`config.mk`:
```
export PLATFORM = sky130hd
export DESIGN_NAME = autorange_price_display_encoder
export DESIGN_NICKNAME = d
export VERILOG_FILES = /design/src/sv/apde_pkg.sv /design/src/sv/autorange_price_display_encoder.sv /design/src/sv/apde_dabble_stage.sv
export SDC_FILE = /design/constraint.sdc
export NUM_CORES = 1
export LEC_CHECK = 0
export ABC_AREA = 1
export BUFFER_PORTS_ARGS = -buffer_cell sky130_fd_sc_hd__buf_2
export CORE_MARGIN = 5
export CORE_UTILIZATION = 60
export DETAILED_ROUTE_END_ITERATION = 12
export GPL_ROUTABILITY_DRIVEN = 0
export PLACE_DENSITY = 0.85
export SLEW_MARGIN = 15
export SYNTH_ARGS = -nofsm -noshare
export SYNTH_HDL_FRONTEND = slang
export SYNTH_SLANG_ARGS = --single-unit
```
`constraint.sdc`:
```
create_clock -name i_clk -period 9.2 [get_ports i_clk]
set_clock_uncertainty 0.2 [all_clocks]
set_input_delay 1.84 -clock i_clk [delete_from_list [all_inputs] [get_ports i_clk]]
set_output_delay 1.84 -clock i_clk [all_outputs]
set_load 0.1 [all_outputs]
```
`src/sv/apde_pkg.sv`:
```
// Shared constants, codes and segment lookup for the price display encoder.
`default_nettype none

package apde_pkg;

    localparam int BIN_W           = 24;
    localparam int DIGITS          = 8;
    localparam int BCD_W           = DIGITS * 4;
    localparam int NUM_STAGES      = 4;
    localparam int STEPS_PER_STAGE = BIN_W / NUM_STAGES;
    localparam int SEG_W           = 7;
    localparam int DOT_W           = 2;

    localparam logic [DOT_W-1:0] DOT_NONE  = 2'd0;
    localparam logic [DOT_W-1:0] DOT_TWO   = 2'd1;
    localparam logic [DOT_W-1:0] DOT_THREE = 2'd2;

    localparam logic [SEG_W-1:0] SEG_BLANK = 7'h00;

    function automatic logic [SEG_W-1:0] seg_of(input logic [3:0] digit);
        logic [SEG_W-1:0] pat;
        unique case (digit)
            4'd0:    pat = 7'h3F;
            4'd1:    pat = 7'h18;
            4'd2:    pat = 7'h6D;
            4'd3:    pat = 7'h7C;
            4'd4:    pat = 7'h5A;
            4'd5:    pat = 7'h76;
            4'd6:    pat = 7'h73;
            4'd7:    pat = 7'h1C;
            4'd8:    pat = 7'h7F;
            4'd9:    pat = 7'h5E;
            default: pat = SEG_BLANK;
        endcase
        return pat;
    endfunction

endpackage

`default_nettype wire

```
`src/sv/autorange_price_display_encoder.sv`:
```
// Top level of the auto-ranging price display encoder.
`default_nettype none

// Converts a price in hundredths to five seven-segment patterns, a dot lamp
// code and an overflow flag. One transaction is accepted every cycle unless
// the output stalls; each result is registered in four stages of the 24-step
// shift-and-add-3 converter (six steps per stage) and one output stage that
// picks the range and maps digits through the segment table. Backpressure on
// the output stalls the pipeline without losing or repeating a transaction.
module autorange_price_display_encoder (
    input  wire logic        i_clk,
    input  wire logic        i_rst_n,
    input  wire logic        i_valid,
    output logic             o_ready,
    input  wire logic [23:0] i_value_hundredths,
    output logic             o_valid,
    input  wire logic        i_ready,
    output logic      [6:0]  o_seg_pattern_4,
    output logic      [6:0]  o_seg_pattern_3,
    output logic      [6:0]  o_seg_pattern_2,
    output logic      [6:0]  o_seg_pattern_1,
    output logic      [6:0]  o_seg_pattern_0,
    output logic      [1:0]  o_dot_code,
    output logic             o_overflow
);

    localparam int NS = apde_pkg::NUM_STAGES;

    logic                        st_valid [NS+1];
    logic                        st_ready [NS+1];
    logic [apde_pkg::BCD_W-1:0]  st_bcd   [NS+1];
    logic [apde_pkg::BIN_W-1:0]  st_bin   [NS+1];

    assign st_valid[0] = i_valid;
    assign st_bcd[0]   = '0;
    assign st_bin[0]   = i_value_hundredths;
    assign o_ready     = st_ready[0];

    for (genvar g = 0; g < NS; g++) begin : g_stage
        apde_dabble_stage u_stage (
            .i_clk   (i_clk),
            .i_rst_n (i_rst_n),
            .i_valid (st_valid[g]),
            .o_ready (st_ready[g]),
            .i_bcd   (st_bcd[g]),
            .i_bin   (st_bin[g]),
            .o_valid (st_valid[g+1]),
            .i_ready (st_ready[g+1]),
            .o_bcd   (st_bcd[g+1]),
            .o_bin   (st_bin[g+1])
        );
    end

    logic [3:0]                  dig [apde_pkg::DIGITS];
    logic                        r_out_vld;
    logic [apde_pkg::SEG_W-1:0]  r_seg [5];
    logic [apde_pkg::SEG_W-1:0]  n_seg [5];
    logic [apde_pkg::DOT_W-1:0]  r_dot;
    logic [apde_pkg::DOT_W-1:0]  n_dot;
    logic                        r_ovf;
    logic                        n_ovf;

    always_comb begin
        for (int d = 0; d < apde_pkg::DIGITS; d++) begin
            dig[d] = st_bcd[NS][d*4 +: 4];
        end
    end

    assign st_ready[NS] = !r_out_vld || i_ready;

    always_comb begin
        n_ovf = 1'b0;
        priority if (dig[7] != 4'd0) begin
            for (int k = 0; k < 5; k++) n_seg[k] = apde_pkg::SEG_BLANK;
            n_dot = apde_pkg::DOT_NONE;
            n_ovf = 1'b1;
        end else if (dig[6] != 4'd0) begin
            for (int k = 0; k < 5; k++) n_seg[k] = apde_pkg::seg_of(dig[k+2]);
            n_dot = apde_pkg::DOT_NONE;
        end else if (dig[5] != 4'd0) begin
            for (int k = 0; k < 5; k++) n_seg[k] = apde_pkg::seg_of(dig[k+1]);
            n_dot = apde_pkg::DOT_THREE;
        end else if (dig[4] != 4'd0) begin
            for (int k = 0; k < 5; k++) n_seg[k] = apde_pkg::seg_of(dig[k]);
            n_dot = apde_pkg::DOT_TWO;
        end else begin
            for (int k = 0; k < 4; k++) n_seg[k] = apde_pkg::seg_of(dig[k]);
            n_seg[4] = apde_pkg::SEG_BLANK;
            n_dot    = apde_pkg::DOT_TWO;
        end
    end

    always_ff @(posedge i_clk) begin
        if (!i_rst_n) begin
            r_out_vld <= 1'b0;
        end else if (st_ready[NS]) begin
            r_out_vld <= st_valid[NS];
        end
    end

    always_ff @(posedge i_clk) begin
        if (st_ready[NS] && st_valid[NS]) begin
            r_seg <= n_seg;
            r_dot <= n_dot;
            r_ovf <= n_ovf;
        end
    end

    assign o_valid         = r_out_vld;
    assign o_seg_pattern_4 = r_seg[4];
    assign o_seg_pattern_3 = r_seg[3];
    assign o_seg_pattern_2 = r_seg[2];
    assign o_seg_pattern_1 = r_seg[1];
    assign o_seg_pattern_0 = r_seg[0];
    assign o_dot_code      = r_dot;
    assign o_overflow      = r_ovf;

`ifndef SYNTHESIS
    a_ovf_blank: assert property (@(posedge i_clk) disable iff (!i_rst_n)
        (o_valid && o_overflow) |-> (o_dot_code == apde_pkg::DOT_NONE
            && o_seg_pattern_4 == apde_pkg::SEG_BLANK
            && o_seg_pattern_0 == apde_pkg::SEG_BLANK))
        else $error("overflow result not blanked");

    a_three_lead: assert property (@(posedge i_clk) disable iff (!i_rst_n)
        (o_valid && o_dot_code == apde_pkg::DOT_THREE)
            |-> (o_seg_pattern_4 != apde_pkg::SEG_BLANK && !o_overflow))
        else $error("dot lamp three with blank leading digit");

    a_out_hold: assert property (@(posedge i_clk) disable iff (!i_rst_n)
        (o_valid && !i_ready) |=> (o_valid && $stable(o_seg_pattern_0)
            && $stable(o_dot_code)))
        else $error("stalled result changed");
`endif

endmodule

`default_nettype wire

```
`src/sv/apde_dabble_stage.sv`:
```
// One registered stage of the shift-and-add-3 binary to BCD converter.
`default_nettype none

module apde_dabble_stage (
    input  wire logic                        i_clk,
    input  wire logic                        i_rst_n,
    input  wire logic                        i_valid,
    output logic                             o_ready,
    input  wire logic [apde_pkg::BCD_W-1:0]  i_bcd,
    input  wire logic [apde_pkg::BIN_W-1:0]  i_bin,
    output logic                             o_valid,
    input  wire logic                        i_ready,
    output logic      [apde_pkg::BCD_W-1:0]  o_bcd,
    output logic      [apde_pkg::BIN_W-1:0]  o_bin
);

    logic                        r_vld;
    logic [apde_pkg::BCD_W-1:0]  r_bcd;
    logic [apde_pkg::BIN_W-1:0]  r_bin;
    logic [apde_pkg::BCD_W-1:0]  n_bcd;
    logic [apde_pkg::BIN_W-1:0]  n_bin;

    always_comb begin
        n_bcd = i_bcd;
        n_bin = i_bin;
        for (int s = 0; s < apde_pkg::STEPS_PER_STAGE; s++) begin
            for (int d = 0; d < apde_pkg::DIGITS; d++) begin
                if (n_bcd[d*4 +: 4] >= 4'd5) begin
                    n_bcd[d*4 +: 4] = n_bcd[d*4 +: 4] + 4'd3;
                end
            end
            {n_bcd, n_bin} = {n_bcd[apde_pkg::BCD_W-2:0], n_bin, 1'b0};
        end
    end

    assign o_ready = !r_vld || i_ready;

    always_ff @(posedge i_clk) begin
        if (!i_rst_n) begin
            r_vld <= 1'b0;
        end else if (o_ready) begin
            r_vld <= i_valid;
        end
    end

    always_ff @(posedge i_clk) begin
        if (o_ready && i_valid) begin
            r_bcd <= n_bcd;
            r_bin <= n_bin;
        end
    end

    assign o_valid = r_vld;
    assign o_bcd   = r_bcd;
    assign o_bin   = r_bin;

endmodule

`default_nettype wire

```
==> run metrics <==
detail-routed via count per cell roughly 5.2; Setup-failing EPs final 0; commonest non-fill, non-tap cell in the layout nand2_1; Final nets between 2k and 3k; first-pass GRT wire length between 50 and 60 mm; crit end category register; number of synthesized flops with an enable pin 150; Post-CTS Setup Bufs 0; area delta synth->final 9.23%; total die area between 30000 and 40000 um^2; Mapped Nets about 2.6k; aggregate negative setup slack 0 ns; wire per inst 11.5 um; filler instances approximately 2.3k; Hold Vio Cnt, Final 0; row count between 60 and 70; crit-path max FO 4; clk root buf clkbuf_16; drt pass-1 iters 6; Die Y between 150 and 200 um; Critical Path Start Type register; fin area between 15000 and 20000 um^2; Post-Syn Area per Cell about 7.4 um^2; area of the multi-input gates 10200 um^2; final count of pins violating max slew 0; fraction of registers with async set/reset 0%; DIE WIDTH about 180 um; maxcap violations 0; clk buf depth 3; register area share after synthesis 31.9%; most frequent cells in the layout 658 x nand2_1, 414 x inv_1, 174 x nand3_1; top-level I/O count 68; total wire length between 30 and 40 mm; H-tree depth 1; Tcrit/Tclk final approximately two thirds; GRT Total Usage roughly 20%; # DRC 0; crit path DAT around 6.4 ns; Area after DPL between 15000 and 20000 um^2; largest area contributor in the netlist edfxtp_1; cts repair resizes 0; RSZ-0062 raised after global routing false; cts hold-fix bufs 0; largest net degree at the start of global routing 65; Achievable Freq approximately 160 MHz; Netlist Area Pre-Place roughly 18000 um^2; dominant cells by area after synthesis edfxtp_1 26%, nand2_1 14%, ha_1 12%, inv_1 8.9%, dfxtp_1 6.2%; clk slew on worst S/H paths 0.06 ns; Worst path max stage delay just over 0.4 ns; Worst EP required around 9.3 ns; Yosys cell types 47; antenna viol nets, final 0; Vias around 15k; yosys warns 0; area share of the largest cell type after synthesis between 20% and 30%; CTS tree built; most used cell, CP nand2_1; hold crit path type reg -> reg; status finished clean; clock latency on the worst-skew pair around 0.52 ns; ANT cells 0; worst-margin pin slew roughly 1.0 ns; FF+latch area about 5600 um^2; CP max stage cell edfxtp_1; grt total ovfl 0; max_slew headroom between 30% and 40%; Sink Count ~200; setup slack, reg-to-reg slightly below 3 ns; Hold Slack 0.216 ns; detailed placement HPWL 25.6 mm; fin crit period ~6.3 ns; FF+latch count, synth 204; First DRT Iteration DRCs approximately 950; PortBufs 67; CTS Buf Count 24; Mapped Cells between 2k and 2.5k; Crit Path Class reg -> reg; initial antenna violation count 0; vias in the first global route about 15k; layout cells sized above 1 15.0%; starting density of the core 60.8%; Core Footprint around 29000 um^2; Primary FF master, synth edfxtp_1
## routing by layer
metal,vias to the layer above,part of all wire [%],track usage [%]
met5,-,0,0
met4,0,1.9,4.63
met3,55,3.5,2.51
met2,260,52,39.0
met1,6789,42,22.4
li1,7842,-,-
## stage by stage
step	cells	utilization (%)	setup slack (ns)
after floorplan	2377	-	3.74
after global placement	2814	63.6	3.48
after detailed placement	2814	63.6	2.91
after CTS	2858	66.4	2.92
after global routing	2858	66.4	2.15
final	2858	66.4	2.90
## cell type report
| type | instances | area share [%] |
|---|---|---|
| sequential | 204 | 29.2 |
| clock buffer | 31 | 3.66 |
| inverter | 442 | 8.68 |
| tap | 384 | 2.51 |
| clock inverter | 13 | 0.569 |
| multi-input combinational | 1709 | 53.3 |
| timing repair buffer | 75 | 2.07 |
## critical path: cells and delay by family, from the launching register on
family	cells	cell delay, ns
compound gates	4	0.79
xor+xnor	6	1.83
flops	1	0.41
fa+ha+maj	6	1.35
buf+inv	6	0.40
simple gates	9	1.08
## final timing paths
path / startpoint / end / depth (start not counted)
setup / recovery: g_stage[1].u_stage.o_bcd[8] / g_stage[2].u_stage.o_bcd[9] / 31
hold reg to reg: g_stage[1].u_stage.o_bin[18] / g_stage[2].u_stage.o_bcd[0] / 0
setup reg to reg: g_stage[1].u_stage.o_bcd[8] / g_stage[2].u_stage.o_bcd[9] / 31
hold / removal: g_stage[1].u_stage.o_bin[18] / g_stage[2].u_stage.o_bcd[0] / 0
## Yosys cell counts, drive strengths merged (7+ instances only)
cell,number
nand3,226
or2,21
clkbuf,16
o21a,7
nand4,47
nor2,90
and2,9
edfxtp,150
o21ai,132
o211ai,31
nand2,771
nand3b,21
a21o,10
dfxtp,54
xor2,57
inv,439
ha,166
a21oi,84
## cells by family after synthesis
family,synth area share [%]
fa+ha+maj,11.9
buf+inv,10.0
compound gates,9.71
simple gates,33.0
xor+xnor,3.18
flops,31.9
mux,0.286
Power is not shown: default switching activity piles up to over one toggle a cycle in this logic, so the estimate is an artifact.
